==> src/design/subtractive_lagged_random_generator_core_macros.svh <==
// Assertion macros for the subtractive lagged generator core.
`ifndef SUBTRACTIVE_LAGGED_RANDOM_GENERATOR_CORE_MACROS_SVH
`define SUBTRACTIVE_LAGGED_RANDOM_GENERATOR_CORE_MACROS_SVH

// same-cycle implication, sampled on clk, off during reset
`define SLRG_ASSERT_IMP(label, ante, cons) \
	label: assert property (@(posedge clk) disable iff (!arst_n) (ante) |-> (cons)) \
		else $error("slrg assertion failed");

// next-cycle implication, sampled on clk, off during reset
`define SLRG_ASSERT_NXT(label, ante, cons) \
	label: assert property (@(posedge clk) disable iff (!arst_n) (ante) |=> (cons)) \
		else $error("slrg assertion failed");

`endif

==> src/design/slrg_pkg.sv <==
// Shared types, constants and microcode encodings for the subtractive lagged generator.
`default_nettype none
package slrg_pkg;

	localparam int TABLE_LEN  = 55;
	localparam int LAG_GAP    = 31;
	localparam int FILL_STEP  = 21;
	localparam int FILL_CNT   = 54;
	localparam int MIX_PASSES = 4;

	localparam int WORD_W = 30;
	localparam int SLOT_W = 6;
	localparam int STEP_W = 4;
	localparam int CNT_W  = 8;
	localparam int SEED_W = 29;
	localparam int FRAC_W = 32;
	localparam int PROD_W = 62;

	typedef logic [WORD_W-1:0] word_t;
	typedef logic [SLOT_W-1:0] slot_t;
	typedef logic [STEP_W-1:0] step_t;
	typedef logic [CNT_W-1:0]  cnt_t;

	localparam word_t MOD_BIG = 30'd1000000000;
	localparam logic [SEED_W-1:0] SEED_BASE = 29'd161803398;

	// fraction = 4*d + floor(d * 0.294967296); K approximates 0.294967296 in Q0.32
	localparam logic [63:0] FRAC_K64 = (64'd294967296 << 32) / 64'd1000000000;
	localparam logic [FRAC_W-1:0] FRAC_K = FRAC_K64[FRAC_W-1:0];
	localparam logic [FRAC_W-1:0] FRAC_C = 32'd294967296;

	localparam slot_t SLOT_LAST  = SLOT_W'(TABLE_LEN - 1);
	localparam slot_t SLOT_LAG   = SLOT_W'(LAG_GAP);
	localparam slot_t FILL_START = SLOT_W'(FILL_STEP - 1);
	localparam cnt_t  FILL_LAST  = CNT_W'(FILL_CNT - 1);
	localparam cnt_t  MIX_LAST   = CNT_W'(MIX_PASSES * TABLE_LEN - 1);

	localparam step_t S_IDLE      = 4'd0;
	localparam step_t S_DISPATCH  = 4'd1;
	localparam step_t S_FILL_INIT = 4'd2;
	localparam step_t S_FILL      = 4'd3;
	localparam step_t S_MIX_PRIME = 4'd4;
	localparam step_t S_MIX       = 4'd5;
	localparam step_t S_DRAW_RD   = 4'd6;
	localparam step_t S_DRAW_WR   = 4'd7;
	localparam step_t S_FR1       = 4'd8;
	localparam step_t S_FR2       = 4'd9;
	localparam step_t S_FR3       = 4'd10;
	localparam step_t S_FR4       = 4'd11;

	typedef enum logic [2:0] {
		C_NEXT,
		C_NO_IN,
		C_NO_RESEED,
		C_FILL_MORE,
		C_MIX_MORE,
		C_OUT_BUSY
	} cond_t;

	typedef enum logic [1:0] {
		MUL_NONE,
		MUL_DK,
		MUL_DC,
		MUL_QM
	} mul_sel_t;

	typedef struct packed {
		cond_t    cond;
		step_t    br_step;
		step_t    seq_step;
		logic     take_in;
		logic     fill_init;
		logic     fill_step;
		logic     mix_prime;
		logic     mix_step;
		logic     draw_rd;
		logic     draw_wr;
		mul_sel_t mul_sel;
		logic     emit;
	} uword_t;

	typedef struct packed {
		logic no_reseed;
		logic fill_more;
		logic mix_more;
	} dp_flags_t;

	typedef struct packed {
		logic      no_in;
		logic      out_busy;
		dp_flags_t dp;
	} status_t;

	typedef struct packed {
		word_t             deviate;
		logic [FRAC_W-1:0] fraction;
		logic              reseeded;
	} result_t;

endpackage
`default_nettype wire

==> src/design/slrg_sequencer.sv <==
// Microcode ROM, step counter and branch logic.
`default_nettype none
module slrg_sequencer (
	input  wire logic             clk,
	input  wire logic             arst_n,
	input  wire slrg_pkg::status_t st,
	output slrg_pkg::uword_t      uw
);

	function automatic slrg_pkg::uword_t ucode(input slrg_pkg::step_t s);
		slrg_pkg::uword_t w;
		w = '0;
		w.cond     = slrg_pkg::C_NEXT;
		w.mul_sel  = slrg_pkg::MUL_NONE;
		w.br_step  = slrg_pkg::S_IDLE;
		w.seq_step = slrg_pkg::S_IDLE;
		case (s)
			slrg_pkg::S_IDLE: begin
				w.take_in  = 1'b1;
				w.cond     = slrg_pkg::C_NO_IN;
				w.br_step  = slrg_pkg::S_IDLE;
				w.seq_step = slrg_pkg::S_DISPATCH;
			end
			slrg_pkg::S_DISPATCH: begin
				w.cond     = slrg_pkg::C_NO_RESEED;
				w.br_step  = slrg_pkg::S_DRAW_RD;
				w.seq_step = slrg_pkg::S_FILL_INIT;
			end
			slrg_pkg::S_FILL_INIT: begin
				w.fill_init = 1'b1;
				w.seq_step  = slrg_pkg::S_FILL;
			end
			slrg_pkg::S_FILL: begin
				w.fill_step = 1'b1;
				w.cond      = slrg_pkg::C_FILL_MORE;
				w.br_step   = slrg_pkg::S_FILL;
				w.seq_step  = slrg_pkg::S_MIX_PRIME;
			end
			slrg_pkg::S_MIX_PRIME: begin
				w.mix_prime = 1'b1;
				w.seq_step  = slrg_pkg::S_MIX;
			end
			slrg_pkg::S_MIX: begin
				w.mix_step = 1'b1;
				w.cond     = slrg_pkg::C_MIX_MORE;
				w.br_step  = slrg_pkg::S_MIX;
				w.seq_step = slrg_pkg::S_DRAW_RD;
			end
			slrg_pkg::S_DRAW_RD: begin
				w.draw_rd  = 1'b1;
				w.seq_step = slrg_pkg::S_DRAW_WR;
			end
			slrg_pkg::S_DRAW_WR: begin
				w.draw_wr  = 1'b1;
				w.seq_step = slrg_pkg::S_FR1;
			end
			slrg_pkg::S_FR1: begin
				w.mul_sel  = slrg_pkg::MUL_DK;
				w.seq_step = slrg_pkg::S_FR2;
			end
			slrg_pkg::S_FR2: begin
				w.mul_sel  = slrg_pkg::MUL_DC;
				w.seq_step = slrg_pkg::S_FR3;
			end
			slrg_pkg::S_FR3: begin
				w.mul_sel  = slrg_pkg::MUL_QM;
				w.seq_step = slrg_pkg::S_FR4;
			end
			slrg_pkg::S_FR4: begin
				w.emit     = 1'b1;
				w.cond     = slrg_pkg::C_OUT_BUSY;
				w.br_step  = slrg_pkg::S_FR4;
				w.seq_step = slrg_pkg::S_IDLE;
			end
			default: begin
				w.seq_step = slrg_pkg::S_IDLE;
			end
		endcase
		return w;
	endfunction

	slrg_pkg::step_t upc_q;
	slrg_pkg::step_t upc_d;
	logic            hit;

	assign uw = ucode(upc_q);

	always_comb begin
		case (uw.cond)
			slrg_pkg::C_NEXT:      hit = 1'b0;
			slrg_pkg::C_NO_IN:     hit = st.no_in;
			slrg_pkg::C_NO_RESEED: hit = st.dp.no_reseed;
			slrg_pkg::C_FILL_MORE: hit = st.dp.fill_more;
			slrg_pkg::C_MIX_MORE:  hit = st.dp.mix_more;
			slrg_pkg::C_OUT_BUSY:  hit = st.out_busy;
			default:               hit = 1'b0;
		endcase
		upc_d = hit ? uw.br_step : uw.seq_step;
	end

	always_ff @(posedge clk or negedge arst_n) begin
		if (!arst_n) begin
			upc_q <= slrg_pkg::S_IDLE;
		end else begin
			upc_q <= upc_d;
		end
	end

endmodule
`default_nettype wire

==> config.mk <==
export PLATFORM = sky130hd
export DESIGN_NAME = slrg_sequencer
export DESIGN_NICKNAME = d
export VERILOG_FILES = /design/src/design/subtractive_lagged_random_generator_core_macros.svh /design/src/design/slrg_pkg.sv /design/src/design/slrg_sequencer.sv
export SDC_FILE = /design/constraint.sdc
export NUM_CORES = 1
export LEC_CHECK = 0
export ABC_AREA = 1
export BUFFER_PORTS_ARGS = -buffer_cell sky130_fd_sc_hd__clkbuf_2
export CAP_MARGIN = 20
export CORE_AREA = 3 3 40 42
export CTS_CLUSTER_DIAMETER = 150
export DETAILED_ROUTE_END_ITERATION = 7
export DIE_AREA = 0 0 43 45
export SLEW_MARGIN = 20
export SYNTH_ARGS = -nofsm -noshare
export SYNTH_HDL_FRONTEND = slang
export SYNTH_SLANG_ARGS = --single-unit
==> constraint.sdc <==
create_clock -name clk -period 1.3 [get_ports clk]
set_clock_uncertainty 0.05 [all_clocks]
set_input_delay 0.26 -clock clk [delete_from_list [all_inputs] [get_ports clk]]
set_output_delay 0.26 -clock clk [all_outputs]
set_load 0.05 [all_outputs]
==> run metrics, run 1 <==
status=did not finish; Failed at=global routing; Error Message=[ERROR DPL-0038] Utilization greater than 100%, impossible to legalize; Chip Height=45 µm; die width=43 µm; worst slack at placement=-0.241 ns; post-synthesis sequential area ratio=0.252; port bufs=27; Root Buffer=clkbuf_4; largest net degree at the start of global routing=7; Initial Utilization=0.309; H-tree depth=1; Syn. warnings=0; cell taking the most area after synthesis=dfrtp_1; Placement Rows=13; worst ep type=top-level output; Avg Inst Size Synth=5.67 µm²; DP Wirelength=1280 µm; Synth Instances=70; clock buffer depth=2; Final GP Congestion=0.758; Synth cell types=13; Syn Std Cell Area=397 µm²; CTS Sinks=4; Synth top area share=0.252; Num CTS Buffers=3; largest cells by area after synthesis=dfrtp_1 25%, nor2_1 16%, nand2_1 13%, nand3_1 8.8%, inv_1 8.5%; Syn Nets=77; Yosys reg bits=4; Worst Endpoint after GRT Repair=uw[18]; I/O pins=28
through the flow:
step                cells  setup TNS [ns]  area, µm²
floorplan              70           -2.61        577
global placement      133           -2.42        948
detailed placement    133           -2.89        948
CTS                   141           -6.47       1230
Yosys cell counts, drive strengths merged:
library cell,count
inv,13
nand3,7
o21bai,3
a21oi,4
o21ai,1
nand2,18
dfrtp,4
o22ai,1
nor2,19
kinds of logic after synthesis:
family | synth area share
AO/OA/AOI/OAI | 0.136
buffers and inverters | 0.123
flip-flops | 0.252
AND/OR/NAND/NOR | 0.489
repair_timing:
action	CTS
setup buffers	4
gates cloned	0
setup endpoints to repair	25
gates resized for setup	55
hold endpoints to repair	4
hold buffers	1
pin swaps	8
==> inputs of run 2 (changes only) <==
--- a/config.mk
+++ b/config.mk
@@ -8,10 +8,10 @@
 export ABC_AREA = 1
 export BUFFER_PORTS_ARGS = -buffer_cell sky130_fd_sc_hd__clkbuf_2
 export CAP_MARGIN = 20
-export CORE_AREA = 3 3 40 42
-export CTS_CLUSTER_DIAMETER = 150
+export CORE_AREA = 3 3 64 66
 export DETAILED_ROUTE_END_ITERATION = 7
-export DIE_AREA = 0 0 43 45
+export DIE_AREA = 0 0 67 69
+export PLACE_DENSITY_LB_ADDON = 0.15
 export SLEW_MARGIN = 20
 export SYNTH_ARGS = -nofsm -noshare
 export SYNTH_HDL_FRONTEND = slang
==> run metrics, run 2 <==
status=finished, violations left; failing checks=setup timing; Syn. warnings=0; Avg Inst Size Synth=5.67 µm²; FF-to-FF Start=upc_q[2]; global-route wire length before repair=3330 µm; layout cells sized above 1=0.889; most common cell after layout, fill and taps aside=buf_4; count leader, synth=nor2_1; vias in the first global route=699; Final Worst Setup Slack=-0.310 ns; Core Box Area=3630 µm²; Synth top area share=0.252; kind of critical path=reg2out; endpoints failing setup=25; CTS tree=built; most frequent cells in the layout=23 x buf_4, 20 x buf_12, 14 x nor2_4, 8 x buf_6, 7 x nand2_1; DR vias=674; Post-synth top flop=dfrtp_1; Root Buffer=clkbuf_8; Hold Worst Slack=0.340 ns; largest net degree at the start of global routing=7; DP Cell Count=171; setup tns final=-5.84 ns; FF-to-FF path depth=9; fin crit period=1.61 ns; grt ovf=0; crit-path max FO=6; H-tree depth=1; Final Hold Fails=0; Post-synth ARST share=1.00; biggest regs=upc_q x4; drt wl/cell=10.7 µm; Post-synth top cells=17 x nor2_1, 14 x nand2_1, 9 x inv_1; drt drc=0; Layout area overhead=303%; Post-synth EDFFs=0; crit path DAT=1.30 ns; clock buffer depth=2; Final GP Congestion=0.775; Num CTS Buffers=3; RSZ-0062 raised after global routing=yes; Yosys reg bits=4; period utilization=1.24; Initial Utilization=0.109; CTS clock-pin slew for the worst setup and hold paths=0.03 ns; Synth cell types=13; Worst Hold Class=in2async; flop-to-flop setup slack=-0.14 ns; cell taking the most area after synthesis=dfrtp_1; area occupied by multi-input gates=549 µm²; Placement Rows=22; total of max-cap violations=0; Syn Nets=77; # diodes=0; crit path launch type=register; Tightest Pin Transition=0.194 ns; port bufs=27; Clock Latency Late Sink=0.21 ns; DR iter-0 viols=7; I/O pins=28; largest cells by area after synthesis=dfrtp_1 25%, nor2_1 16%, nand2_1 13%, nand3_1 8.8%, inv_1 8.5%; die width=67 µm; Antenna Violating Nets Remaining=0; Seq. cell area=105 µm²; Peak Freq=621 MHz; Worst R2R End=upc_q[0]; post-synthesis sequential area ratio=0.252; Biggest register=upc_q; Chip Height=69 µm; layout net count=144; Syn Std Cell Area=397 µm²; FILL cells=368; GRT Util Overall=0.0945; antenna violations before repair=0; drt first pass iters=2; CTS Sinks=4; Synth Instances=70; flip-flop count of the largest register after layout=4; worst relative slew slack=0.870; routed wire length=1960 µm; via/cell ratio=3.68; Non-Filler Instances=183; WP data required=0.99 ns; Die ar.=4620 µm²; max-slew violation count=0; DP Wirelength=1650 µm; Setup crit end kind=output pin
[run 2: final cells by class]
type	instances	share of cell area
multi-input cells	53	0.343
repair buffers	62	0.482
well taps	48	0.0375
flip-flops and latches	4	0.0657
inverters	13	0.0453
clock buffers	3	0.0258
[run 2: worst max-delay path by stage]
stage          startpoint      to  slack [ns]  cells after the start
3_3_place_gp     upc_q[0]  uw[14]       -0.14                      7
5_1_grt          upc_q[1]  uw[14]       -0.36                      7
2_1_floorplan    upc_q[3]  uw[14]       -0.26                      5
3_5_place_dp     upc_q[0]  uw[14]       -0.17                      7
6_report         upc_q[0]  uw[13]       -0.31                      6
4_1_cts          upc_q[0]  uw[12]       -0.33                      5
[run 2: timing repair]
action | in CTS | in global routing
hold buffers | 1 | 0
setup endpoints to repair | 24 | 25
resized for setup | 35 | 17
pin swaps | 8 | 13
buffers inserted | 4 | 4
endpoints found under the hold margin | 4 | 0
[run 2: cells by family after synthesis]
family                 count (synthesis)  synth area share
and+or+nand+nor                       44             0.489
buffers and inverters                 13             0.123
AOI/OAI and AO/OA                      9             0.136
DFF                                    4             0.252
[run 2: stage by stage]
stage	cell area, µm²	setup WS (ns)	utilization
6_report	1600	-0.310	0.440
5_1_grt	1600	-0.364	0.440
4_1_cts	1500	-0.329	0.412
3_5_place_dp	1250	-0.175	0.343
3_3_place_gp	1250	-0.139	0.343
2_1_floorplan	577	-0.257	-
[run 2: worst max-delay path, stage by stage (launching register included)]
cell,delay [ns]
dfrtp_2,0.47
nand2_8,0.10
buf_12,0.14
nor2_4,0.05
a21oi_4,0.14
inv_4,0.05
buf_12,0.14
[run 2: routing by layer]
| metal | track usage | up-vias | share of wire |
|---|---|---|---|
| met5 | 0 | - | 0 |
| met1 | 0.122 | 297 | 0.41 |
| li1 | - | 355 | - |
| met4 | 0.0541 | 0 | 0.014 |
| met2 | 0.142 | 20 | 0.52 |
| met3 | 0.0195 | 2 | 0.057 |
Power of run 2 is not shown: default switching activity piles up to over one toggle a cycle in this logic, so the estimate is an artifact.
